--- src/scc_pkg.sv ---
// Shared package for the strongly connected components unit.
// Holds field widths, sizing defaults and the controller/datapath command and status types.
// No dependencies.
package scc_pkg;

  localparam int unsigned MaxVertices = 64;
  localparam int unsigned MaxEdges    = 256;
  localparam int unsigned VtxW        = 6;
  localparam int unsigned CntW        = 7;

  typedef struct packed {
    logic load;
    logic init;
    logic sel_next;
    logic enter_root;
    logic edge_rd;
    logic edge_eval;
    logic disc_upd;
    logic close_rd;
    logic close_wr;
    logic pop_rd;
    logic pop_wr;
    logic out_rd;
    logic out_ld;
    logic out_next;
  } scc_cmd_t;

  typedef struct packed {
    logic last_req;
    logic s_end;
    logic s_seen;
    logic k_end;
    logic back_edge;
    logic is_root;
    logic w_is_u;
    logic cs_empty;
    logic out_taken;
    logic last_i;
  } scc_sts_t;

endpackage

--- src/scc_ctrl.sv ---
// Controller state machine of the strongly connected components unit.
// Sequences loading, the depth-first search and the result sweep; depends on scc_pkg.
module scc_ctrl (
  input  logic              clk_i,
  input  logic              rst_ni,
  input  scc_pkg::scc_sts_t sts_i,
  output scc_pkg::scc_cmd_t cmd_o
);
  import scc_pkg::*;

  typedef enum logic [13:0] {
    StLoad = 14'b00000000000001,
    StInit = 14'b00000000000010,
    StSel  = 14'b00000000000100,
    StScan = 14'b00000000001000,
    StEdge = 14'b00000000010000,
    StDisc = 14'b00000000100000,
    StFin  = 14'b00000001000000,
    StClr  = 14'b00000010000000,
    StClw  = 14'b00000100000000,
    StPop  = 14'b00001000000000,
    StPopw = 14'b00010000000000,
    StOrd  = 14'b00100000000000,
    StOld  = 14'b01000000000000,
    StOwt  = 14'b10000000000000
  } state_e;

  state_e state_q, state_d;

  always_comb begin
    state_d = state_q;
    cmd_o   = '0;
    case (state_q)
      StLoad: begin
        cmd_o.load = 1'b1;
        if (sts_i.last_req) state_d = StInit;
      end
      StInit: begin
        cmd_o.init = 1'b1;
        state_d    = StSel;
      end
      StSel: begin
        if (sts_i.s_end) begin
          state_d = StOrd;
        end else if (sts_i.s_seen) begin
          cmd_o.sel_next = 1'b1;
        end else begin
          cmd_o.enter_root = 1'b1;
          state_d          = StScan;
        end
      end
      StScan: begin
        if (sts_i.k_end) begin
          state_d = StFin;
        end else begin
          cmd_o.edge_rd = 1'b1;
          state_d       = StEdge;
        end
      end
      StEdge: begin
        cmd_o.edge_eval = 1'b1;
        state_d         = sts_i.back_edge ? StDisc : StScan;
      end
      StDisc: begin
        cmd_o.disc_upd = 1'b1;
        state_d        = StScan;
      end
      StFin: begin
        state_d = sts_i.is_root ? StClr : StPop;
      end
      StClr: begin
        cmd_o.close_rd = 1'b1;
        state_d        = StClw;
      end
      StClw: begin
        cmd_o.close_wr = 1'b1;
        state_d        = sts_i.w_is_u ? StPop : StClr;
      end
      StPop: begin
        if (sts_i.cs_empty) begin
          cmd_o.sel_next = 1'b1;
          state_d        = StSel;
        end else begin
          cmd_o.pop_rd = 1'b1;
          state_d      = StPopw;
        end
      end
      StPopw: begin
        cmd_o.pop_wr = 1'b1;
        state_d      = StScan;
      end
      StOrd: begin
        cmd_o.out_rd = 1'b1;
        state_d      = StOld;
      end
      StOld: begin
        cmd_o.out_ld = 1'b1;
        state_d      = StOwt;
      end
      StOwt: begin
        if (sts_i.out_taken) begin
          cmd_o.out_next = 1'b1;
          state_d        = sts_i.last_i ? StLoad : StOrd;
        end
      end
      default: begin
        state_d = StLoad;
      end
    endcase
  end

  always_ff @(posedge clk_i or negedge rst_ni) begin
    if (!rst_ni) begin
      state_q <= StLoad;
    end else begin
      state_q <= state_d;
    end
  end

endmodule

--- config.mk ---
export PLATFORM = sky130hd
export DESIGN_NAME = scc_ctrl
export DESIGN_NICKNAME = d
export VERILOG_FILES = /design/src/scc_pkg.sv /design/src/scc_ctrl.sv
export SDC_FILE = /design/constraint.sdc
export NUM_CORES = 1
export LEC_CHECK = 0
export BUFFER_PORTS_ARGS = -buffer_cell sky130_fd_sc_hd__clkbuf_2
export CELL_PAD_IN_SITES_DETAIL_PLACEMENT = 0
export CELL_PAD_IN_SITES_GLOBAL_PLACEMENT = 2
export CORE_ASPECT_RATIO = 1.2
export CORE_MARGIN = 4
export CORE_UTILIZATION = 34
export DETAILED_ROUTE_END_ITERATION = 16
export GPL_TIMING_DRIVEN = 0
export PLACE_DENSITY = 0.91
export RECOVER_POWER = 50
export SLEW_MARGIN = 20
export SYNTH_ARGS = -nofsm -noshare
export SYNTH_HDL_FRONTEND = slang
export SYNTH_SLANG_ARGS = --single-unit
--- constraint.sdc ---
create_clock -name clk_i -period 3.4 [get_ports clk_i]
set_input_delay 0.85 -clock clk_i [delete_from_list [all_inputs] [get_ports clk_i]]
set_output_delay 0.85 -clock clk_i [all_outputs]
set_load 0.02 [all_outputs]
## Yosys cells after proc, flatten, opt, wreduce, memory -nomap -nowiden

Index checks and enable logic that the tools add are counted.
Widths: inputs -> output; s select.

- Register bits after elaboration: 14
- Input bits: 12
- Logic and storage cells: 52

- Eq/ne operators: 17
- Mux-type cells: 32
- Reductions and logical operators: 2

Operators with widths:

| cell | number |
|---|---|
| $pmux 14 s13 | 1 |
| $mux 14 | 4 |
| $mux 10 | 2 |
| $mux 1 | 19 |
| $eq 14x1->1 const B | 1 |
| $eq 14x10->1 const B | 1 |
| $eq 14x11->1 const B | 1 |
| $eq 14x12->1 const B | 1 |
| $eq 14x13->1 const B | 1 |
| $eq 14x14->1 const B | 1 |
| $eq 14x2->1 const B | 1 |
| $eq 14x3->1 const B | 1 |
| $eq 14x4->1 const B | 1 |
| $eq 14x5->1 const B | 1 |
| $eq 14x6->1 const B | 1 |
| $eq 14x7->1 const B | 1 |
| $eq 14x8->1 const B | 1 |
| $eq 14x9->1 const B | 1 |
| $mux 12 | 1 |
| $mux 11 | 1 |
| $mux 7 | 1 |
| $mux 6 | 1 |
| $ne 2x2->1 const B | 2 |
| $ne 3x3->1 const B | 1 |
| other kinds (4) | 4 |

## Depth between registers and ports, before layout

Gate-level depths: netlist of run 1.

- Word-level depth: 3
- Depth in mapped cells: 7
- Mapped depth without buffers: 5

## Least setup slack after synthesis of run 1

No wires, ideal clock.

- Path type: register to output
- Start: register state_q[5]
- End: output cmd_o[4] (netlist name)
- Arrival time: 1.760 ns
- Required time: 2.550 ns
- Setup slack: 0.790 ns
- Stages on the path, launching flop included: 5
- Path buffers: 1
- Cell sequence: dfrtp_1 > buf_6 > nor4_4 > nand2_4 > nor4_1

RTL lines:

| what | RTL line | RTL |
|---|---|---|
| from (decl) | scc_ctrl.sv:28 | `state_e state_q, state_d;` |
| from (signal assigned) | scc_ctrl.sv:114 | `state_q <= StLoad;` |
| from (signal assigned) | scc_ctrl.sv:116 | `state_q <= state_d;` |
| to (decl) | scc_ctrl.sv:7 | `output scc_pkg::scc_cmd_t cmd_o` |

==> impl_results.md, run 1 <==
- CTS Buf Count: 3
- Slew Limit Fails: 0
- Drt first pass iters: 4
- Slowest-stage cell, CP: dfrtp_1
- CP max FO: 10
- #FFs+latches synth: 14
- CTS sink cnt: 14
- Multi-input gate area: 632 sq um
- Met2 usage: 24.2%
- Commonest non-fill, non-tap cells in the layout: clkbuf_2 (24), dfrtp_1 (13), nor2_1 (12), nand4_1 (6), inv_1 (6)
- DPL Wire Length: 2.02 mm
- Arrival time worst endpoint: 2.17 ns
- Routed vias/inst: 5.34
- Post-Place Setup Slack: 0.744 ns
- Sequential power share: 34.5%
- Initial antenna violation count: 0
- Clk_lat worst skew: 0.29 ns
- Die ar.: 0.00410 sq mm
- Overflow after GRT: 0
- ANT nets after route: 0
- Leak Pwr: 0.573 nW
- Row count: 22
- Final wirelength: 2.51 mm
- Post-synthesis async set-or-reset flop share: 100%
- Commonest non-fill, non-tap cell in the layout: clkbuf_2
- Fillcell total: 332
- Global-route layer with the greatest usage: met2
- EDFF count, synth: 0
- Worst-margin pin slew: 0.790 ns
- GRT met3 Usage: 2.61%
- Reg2Reg Capture Point: state_q[0]
- Fin crit share: 88.9%
- Final core occ: 41.7%
- Power Dens Cells: 497 mW/mm^2
- RSZ-0062 raised after global routing: false
- H-Tree Depth: 1
- Register bank with the most flops: state_q
- Post-CTS Setup Bufs: 0
- Largest area contributor in the netlist: dfrtp_1
- TNS Setup: 0 ns
- Comb pwr share: 45.9%
- Sequential fraction of the synthesis area: 33.0%
- Hold buffers post-CTS: 0
- Setup crit end kind: output pin
- Fmax achieved: 331 MHz
- Synth Cell Area: 0.00107 sq mm
- HP Start: state_q[10]
- Relative slew slack: 47.4%
- ANT cells: 0
- Vias in the first global route: 988
- Worst Skew: 0.00326 ns
- Count of final setup violators: 0
- Met1 Use GR: 16.2%
- Register area: 352 sq um
- Worst Hold Class: flop to flop
- Proportion of layout cells with a drive suffix above 1: 34.0%
- Status: finished, final reports clean
- Biggest regs: state_q x14
- IO Pins: 26
- Largest net degree at the start of global routing: 15
- Gates resized, CTS repair: 0
- Register clock-pin slew on the reported worst setup and hold paths: 0.09 ns
- Synthesis warning total: 0
- Max-Cap Viols: 0
- Clock buffer depth: 2
- Worst-path cell chain: nor4_4 -> clkbuf_1 -> nand3_1 -> nor3b_1 -> clkbuf_2
- Starting density of the core: 35.2%
- CTS tree: built
- Required time of the critical path: 2.55 ns
- Worst Hold Path Cells: 1
- Post-Syn Nets: 124
- Overall routing resource usage: 14.0%
- Sw power: 0.251 mW
- First DRT Iteration DRCs: 14
- Worst setup SP type: flop
- Worst path max stage delay: 0.49 ns
- Max IR drop VDD: 0.200 mV
- Crit path buffers/inverters: 2
- Global-route wire length before repair: 4.48 mm
- Delay-heaviest family, CP: simple AND/OR/NAND/NOR gates
- Root Buffer Master: clkbuf_4
- Top cells by area, synth: dfrtp_1 (31%), nor2_1 (4.2%), xor2_1 (4.1%)
- Net Sw Frac: 40.1%
- Fin. Hold Viols: 0
- GPL Wtd Cong: 0.741
- Setup CP Type: flop to output pin
- Final nets: 154
- Core box area: 0.00303 sq mm
- DRC: 0
- Minimum clock period: 3.02 ns
- Worst r2r src: state_q[1]
- PortBufs: 25
- Cell Int Power: 0.376 mW
- Chip width: 59.1 microns
- Layout overhead on the synthesized area: 18.5%
- Routed length per placed instance: 14.2 microns
- Final setup margin: 0.376 ns
- Number of flip-flops in the largest register: 14
- Die height: 69.3 microns
- Cells on worst reg2reg path: 6
- Top cell type's share of synthesized area: 30.5%
- Clock group share of total power: 19.6%
- Routed vias: 946
- Number of distinct library cells after synthesis: 42
- Hold endpoint: state_q[12]
- Syn Area/Cell: 9.52 sq um
- Flop-to-flop setup slack: 1.36 ns
- Top FF cell, synth: dfrtp_1
- Post-Synthesis Cells: 112
cells in the mapped netlist, drive strengths merged, types with 3 or more instances:
cell and number:
nand4 7, nor4b 6, buf 5, dfrtp 13, o21ai 5, nor4 6, nand3 5, a21oi 4
xor2 5, nor3 4, nand4b 3, nor2 13, inv 7, nor3b 4, nand2 4
routing by layer:
metal	routed length (microns)	share of wire (%)
met2	1370	55
met5	0	0
met3	70	2.8
met1	1030	41
met4	41	1.6
final cells by class:
class                           instances  area share [%]
Timing Repair Buffer                   25            9.80
Multi-Input combinational cell         84            50.0
Inverter                                7            2.08
Sequential cell                        14            27.8
Clock buffer                            4            2.87
Tap cell                               36            3.56
Buffer                                  7            3.86
through the flow:
step,hold WS (ns),total power [mW],area (sq um),std cells
after floorplan,0.540,0.452,1070,112
after global placement,0.582,0.517,1240,173
after detailed placement,0.588,0.523,1240,173
after CTS,0.459,0.647,1270,177
after global routing,0.637,0.674,1260,177
final,0.603,0.628,1260,177
power groups by stage:
stage / logic (mW) / registers [mW] / clock network, mW
6_report: 0.288 / 0.217 / 0.123
3_3_place_gp: 0.299 / 0.218 / 0
3_5_place_dp: 0.302 / 0.221 / 0
2_1_floorplan: 0.239 / 0.213 / 0
4_1_cts: 0.303 / 0.217 / 0.126
5_1_grt: 0.317 / 0.221 / 0.135
logic make-up (layout without fill, tap and decap cells):
logic type             count (synthesis)  after routing  synth area share [%]
buffers and inverters                 14             43                  7.75
flip-flops                            14             14                  33.0
AND/OR/NAND/NOR                       65             65                  46.2
XOR/XNOR                               5              5                  4.11
AO/OA/AOI/OAI                         14             14                  8.92
how the worst max path moves through the flow:
stage | from | end | slack, ns | cells past startpoint
2_1_floorplan | state_q[5] | cmd_o[4] | 0.79 | 4
3_3_place_gp | state_q[5] | cmd_o[9] | 0.78 | 6
3_5_place_dp | state_q[4] | cmd_o[9] | 0.74 | 6
4_1_cts | state_q[4] | cmd_o[9] | 0.41 | 6
5_1_grt | state_q[1] | cmd_o[2] | 0.18 | 5
6_report | state_q[1] | cmd_o[2] | 0.38 | 5
Note: power is estimated with default switching activity, not from simulation.
==> inputs of run 2 (changes only) <==
- ABC_AREA: unset -> 1
- CORE_UTILIZATION: 34 -> 30
==> impl_results.md, run 2 <==
- RSZ-0062 raised after global routing: false
- Status: finished, final reports clean
- Minimum clock period: 2.63 ns (-0.392 ns)
- Design Area, Final: 0.00121 sq mm (-4.2%)
- Largest area contributor in the netlist: dfrtp_1
- Xor and xnor area share after synthesis: 0% (-4.1 points)
- EDFF count, synth: 0 (unchanged)
- Layout overhead on the synthesized area: 19.2%
- Slew Limit Fails: 0 (unchanged)
- Crit. Startpoint: state_q[11]
- Drt first pass iters: 4 (unchanged)
- Final core occ: 38.3% (-3.5 points)
- Reg2Reg Capture Point: state_q[0]
- Post-Place Setup Slack: 1.11 ns (+0.365 ns)
- Slowest-stage cell, CP: dfrtp_1
- Synth top cells by count: nand2_1 (32), nor2_1 (28), inv_1 (26)
- Fin crit share: 77.4% (-12 points)
- Most instantiated library cell after synthesis: nand2_1
- Vias in the first global route: 956 (-3.2%)
- Placed Area: 0.00119 sq mm (-4.0%)
- Post-synthesis async set-or-reset flop share: 100% (unchanged)
- Synthesis warning total: 0 (unchanged)
- Routed vias/inst: 4.46 (-17%)
- Simple-gate portion of the synthesized area: 51.1% (+4.9 points)
- Routed length per placed instance: 10.4 microns (-27%)
- DPL Wire Length: 1.88 mm (-7.0%)
- Top FF cell, synth: dfrtp_1
- Post-synthesis mux area share: 0% (unchanged)
- Top cell type's share of synthesized area: 32.0% (+1.5 points)
- Power Dens Cells: 491 mW/mm^2 (-1.1%)
- Fillcell total: 335 (+0.90%)
- Top cells by area, synth: dfrtp_1 (32%), nand2_1 (12%), nor2_1 (10%)
- Clock buffer depth: 2 (unchanged)
- Chip width: 61.1 microns (+3.4%)
- GPL Wtd Cong: 0.761 (+2.8%)
- Register clock-pin slew on the reported worst setup and hold paths: 0.09 ns (about the same)
- Biggest regs: state_q x14
- Row count: 22 (unchanged)
- TNS Setup: 0 ns (unchanged)
- Required time of the critical path: 2.55 ns (about the same)
- Sequential fraction of the synthesis area: 34.6% (+1.6 points)
- Number of flip-flops in the largest register: 14 (unchanged)
- Arrival time worst endpoint: 1.78 ns (-0.39 ns)
- Starting density of the core: 32.1% (-3.1 points)
- Syn Area/Cell: 6.96 sq um (-27%)
- Cells on worst reg2reg path: 10 (+4)
- H-Tree Depth: 1 (unchanged)
- Register bank with the most flops: state_q
- Commonest non-fill, non-tap cells in the layout: nand2_1 (34), nor2_1 (30), inv_1 (26), clkbuf_2 (24), dfrtp_1 (13)
- Post-CTS Setup Bufs: 0 (unchanged)
- CTS Buf Count: 3 (unchanged)
- Fmax achieved: 380 MHz (+15%)
- Routed vias: 941 (-0.53%)
- Top sig layer: met4
- IO Pins: 26 (unchanged)
- Initial antenna violation count: 0 (unchanged)
- Overall routing resource usage: 11.4% (-2.6 points)
- Post-synthesis compound-gate area fraction: 3.94% (-5.0 points)
- Max IR drop VDD: 0.347 mV (+74%)
- Max-Cap Viols: 0 (unchanged)
- WL met3: 74 microns (+5.7%)
- DR WL met2: 1.12 mm (-18%)
- Core box area: 0.00317 sq mm (+4.5%)
- DRC: 0 (unchanged)
- ANT nets after route: 0 (unchanged)
- Count of final setup violators: 0 (unchanged)
- Final wirelength: 2.19 mm (-13%)
- CTS sink cnt: 14 (unchanged)
- CP max FO: 10 (unchanged)
- Gates resized, CTS repair: 0 (unchanged)
- Flop-to-flop setup slack: 1.80 ns (+0.44 ns)
- Hold buffers post-CTS: 0 (unchanged)
- Setup CP Type: flop to output pin
- Worst setup SP type: flop
- Synth Cell Area: 0.00102 sq mm (-4.7%)
- Commonest non-fill, non-tap cell in the layout: nand2_1
- Hold_ws: 0.537 ns (-0.0660 ns)
- Largest net degree at the start of global routing: 15 (unchanged)
- Largest family of logic cells by synthesized area: simple AND/OR/NAND/NOR gates
- Register area: 352 sq um (unchanged)
- Relative slew slack: 47.3% (-0.081 points)
- Final nets: 188 (+22%)
- Worst r2r src: state_q[0]
- ANT cells: 0 (unchanged)
- Worst Hold Class: flop to flop
- Root Buffer Master: clkbuf_4
- Die ar.: 0.00439 sq mm (+7.0%)
- Worst path most repeated cell: nand2_1
- #FFs+latches synth: 14 (unchanged)
- CTS tree: built
- Leak Pwr: 0.765 nW (+33%)
- Worst-path cell chain: nor2_1 -> nand2_1 -> nor2_8 -> nand2_4 -> nor2_4 -> nand2_2 -> nand2_1 -> clkbuf_2
- Clk_lat worst skew: 0.28 ns (about the same)
- PortBufs: 25 (unchanged)
- Multi-input gate area: 549 sq um (-13%)
- Global-route wire length before repair: 3.80 mm (-15%)
- Met1 Wirelength: 967 microns (-5.8%)
- Overflow after GRT: 0 (unchanged)
- Proportion of layout cells with a drive suffix above 1: 31.4% (-2.6 points)
- Post-Syn Nets: 158 (+27%)
- Fin. Hold Viols: 0 (unchanged)
- Die height: 71.8 microns (+3.5%)
- Setup crit end kind: output pin
- Worst-margin pin slew: 0.791 ns (+0.00121 ns)
- Setup crit end: cmd_o[11]
- Worst Skew: 0.00135 ns (-0.00191 ns)
- Post-Synthesis Cells: 146 (+30%)
- Number of distinct library cells after synthesis: 22 (-48%)
- Final setup margin: 0.768 ns (+0.392 ns)
- Post-synthesis adder-cell area fraction: 0% (unchanged)
- First DRT Iteration DRCs: 20 (+6)
- Worst path max stage delay: 0.40 ns (-0.09 ns)
run 2: worst min path at each step:
stage                     slack, ns          to  cells past startpoint        from
final                          0.54  state_q[0]                      2  state_q[0]
after global routing           0.56  state_q[0]                      2  state_q[0]
after CTS                      0.47  state_q[1]                      1      rst_ni
after detailed placement       0.53  state_q[0]                      2  state_q[0]
after global placement         0.53  state_q[0]                      2  state_q[0]
after floorplan                0.51  state_q[0]                      2  state_q[0]
run 2: power breakdown:
part | switching (mW) | leakage, nW | internal, mW
clock | 0.0556 | 0.0210 | 0.0651
combinational | 0.183 | 0.554 | 0.0862
sequential | 0.0149 | 0.190 | 0.190
total | 0.253 | 0.765 | 0.342
run 2: per-layer routing:
layer / up-vias / track usage [%]
met3: 4 / 1.62
met1: 425 / 13.4
li1: 496 / -
met2: 16 / 20.0
met4: 0 / 4.82
met5: - / 0
run 2: kinds of logic (layout without fill, tap and decap cells):
logic type,after synthesis,after routing
buffers and inverters,28,57
DFF,14,14
AOI/OAI and AO/OA,6,6
and+or+nand+nor,98,98
run 2: cell type report:
class                           instances  area share, %
Multi-Input combinational cell        104           45.4
Sequential cell                        14           29.0
Timing Repair Buffer                   25           10.2
Inverter                               28           8.68
Tap cell                               36           3.72
Clock buffer                            4           3.00
run 2: worst max-delay path, delay by kind of cell (launching register included):
kind | cells | cell delay, ns
and+or+nand+nor | 7 | 0.94
DFF | 1 | 0.40
buffers and inverters | 1 | 0.16
run 2: per-stage QoR:
step           instances  power [mW]
2_1_floorplan        146       0.424
3_3_place_gp         207       0.489
3_5_place_dp         207       0.489
4_1_cts              211       0.613
5_1_grt              211       0.647
6_report             211       0.595
==> inputs of run 3 (changes only) <==
- CORE_UTILIZATION: 30 -> 25
- PLACE_DENSITY: 0.91 -> 0.82
- clock period: 3.4 -> 2.18 ns (I/O delays scaled with it)
==> impl_results.md, run 3 (synthesis results as in run 2) <==
- Design Area, Final: 0.00136 sq mm (+12%)
- Chip width: 66.2 microns (+8.3%)
- First DRT Iteration DRCs: 37 (+85%)
- Worst path most repeated cell: nor2_4
- Drt first pass iters: 4 (unchanged)
- Cells on worst reg2reg path: 9 (-1)
- IO Pins: 26 (unchanged)
- Global-route layer with the greatest usage: met2
- Met2 usage: 18.3% (-1.7 points)
- Setup crit end kind: output pin
- CTS sink cnt: 14 (unchanged)
- CP max FO: 3 (-7)
- Row count: 25 (+14%)
- Worst-path cell chain: nor2_4 -> nand3_1 -> nor2_4 -> nand2_4 -> nor2_4 -> nand2_4 -> nand2_1 -> buf_6
- Root Buffer Master: clkbuf_8
- Overall routing resource usage: 10.3% (-1.1 points)
- Hold buffers post-CTS: 0 (unchanged)
- Global-route wire length before repair: 4.08 mm (+7.4%)
- H-Tree Depth: 1 (unchanged)
- Fin crit share: 95.9%
- Arrival time worst endpoint: 1.54 ns (-0.24 ns)
- Worst Skew: 0.00481 ns (+0.00346 ns)
- Flop-to-flop setup slack: 0.63 ns (-1.17 ns)
- Die ar.: 0.00515 sq mm (+17%)
- Power Dens Cells: 801 mW/mm^2 (+63%)
- Routed vias/inst: 4.06 (-8.9%)
- Met1 Use GR: 11.4% (-2.0 points)
- Core box area: 0.00394 sq mm (+25%)
- Slowest-stage cell, CP: dfrtp_1
- Slew Limit Fails: 0 (unchanged)
- Commonest non-fill, non-tap cell in the layout: nand2_1
- Final wirelength: 2.42 mm (+11%)
- Fin. Hold Viols: 0 (unchanged)
- Relative slew slack: 47.2% (-0.093 points)
- Routed vias: 959 (+1.9%)
- Starting density of the core: 25.8% (-6.3 points)
- Die height: 77.8 microns (+8.5%)
- Fmax achieved: 479 MHz
- Worst r2r src: state_q[1]
- Status: finished, final reports clean
- Routed length per placed instance: 10.3 microns (-1.2%)
- Commonest non-fill, non-tap cells in the layout: nand2_1 (32), nor2_1 (27), inv_1 (26), clkbuf_2 (21), dfrtp_1 (12)
- Layout overhead on the synthesized area: 33.9%
- Reg2Reg Capture Point: state_q[3]
- Delay-heaviest family, CP: simple AND/OR/NAND/NOR gates
- Initial antenna violation count: 0 (unchanged)
- Register bank with the most flops: state_q
- Clock buffer depth: 2 (unchanged)
- GPL Wtd Cong: 0.705 (-7.4%)
- Overflow after GRT: 0 (unchanged)
- CTS Buf Count: 3 (unchanged)
- Setup CP Type: flop to output pin
- CTS tree: built
- ANT nets after route: 0 (unchanged)
- DPL Wire Length: 1.99 mm (+5.6%)
- Post-Place Setup Slack: 0.242 ns (-0.867 ns)
- Max-Cap Viols: 0 (unchanged)
- Minimum clock period: 2.09 ns
- Worst setup SP type: flop
- Number of flip-flops in the largest register: 14 (unchanged)
- Final nets: 195 (+3.7%)
- Leak Pwr: 0.821 nW (+7.3%)
- Vias in the first global route: 945 (-1.2%)
- Worst path max stage delay: 0.42 ns (+0.02 ns)
- Placed Area: 0.00121 sq mm (+1.9%)
- ANT cells: 0 (unchanged)
- Final setup margin: 0.0902 ns (-0.678 ns)
- GRT met3 Usage: 2.17% (+0.55 points)
- DRC: 0 (unchanged)
- Proportion of layout cells with a drive suffix above 1: 37.4% (+5.9 points)
- Largest net degree at the start of global routing: 15 (unchanged)
- Crit path buffers/inverters: 1 (unchanged)
- Worst-margin pin slew: 0.792 ns (+0.00140 ns)
- PortBufs: 25 (unchanged)
- Required time of the critical path: 1.63 ns (-0.92 ns)
- Worst Hold Class: input pin to asynchronous set/reset pin
- Biggest regs: state_q x14
- Clk_lat worst skew: 0.25 ns (-0.03 ns)
- Count of final setup violators: 0 (unchanged)
- Register clock-pin slew on the reported worst setup and hold paths: 0.06 ns (-0.03 ns)
- Max IR drop VDD: 0.346 mV (-0.24%)
run 3: changes by cell type in the layout (fill, tap and decap cells not counted), sizes merged:
cell / before / now
clkbuf: 29 / 26
buf: 0 / 10
run 3: stage by stage:
| stage | TNS (ns) | util, % | hold WS [ns] | total power, mW | cells |
|---|---|---|---|---|---|
| final | 0 | 34.5 | 0.352 | 1.09 | 236 |
| after global routing | -0.00261 | 34.5 | 0.415 | 1.17 | 236 |
| after CTS | 0 | 32.6 | 0.217 | 1.04 | 232 |
| after detailed placement | 0 | 30.7 | 0.486 | 0.769 | 225 |
| after global placement | 0 | 30.7 | 0.477 | 0.767 | 225 |
| after floorplan | 0 | - | 0.249 | 0.662 | 146 |
run 3: how the worst max path moves through the flow:
stage | cells past startpoint | to | start
6_report | 8 | cmd_o[11] | state_q[1]
5_1_grt | 8 | cmd_o[11] | state_q[9]
4_1_cts | 8 | cmd_o[11] | state_q[11]
3_5_place_dp | 8 | cmd_o[11] | state_q[11]
3_3_place_gp | 8 | cmd_o[11] | state_q[8]
2_1_floorplan | 5 | cmd_o[10] | state_q[8]
run 3: layer usage:
| metal | vias up | share of wire, % |
|---|---|---|
| li1 | 510 | - |
| met4 | 0 | 1.9 |
| met2 | 15 | 55 |
| met3 | 4 | 3.3 |
| met5 | - | 0 |
| met1 | 430 | 40 |
run 3: cell type report:
| type | count | area (sq um) |
|---|---|---|
| Fill cell | 450 | 2580 |
| Multi-Input combinational cell | 104 | 592 |
| Inverter | 28 | 105 |
| Tap cell | 54 | 67.6 |
| Sequential cell | 14 | 353 |
| Timing Repair Buffer | 32 | 188 |
| Clock buffer | 4 | 55.1 |
run 3: repair_timing:
item                       CTS  global route
buffers inserted             3             4
gates cloned                 0             0
setup endpoints to repair    1             6
pin swaps                    2             6
resized for setup            0            15
run 3: where the power goes:
group | internal, mW | total (mW) | switching (mW)
Sequential | 0.298 | 0.337 | 0.0387
Clock | 0.160 | 0.262 | 0.101
Combinational | 0.186 | 0.491 | 0.305
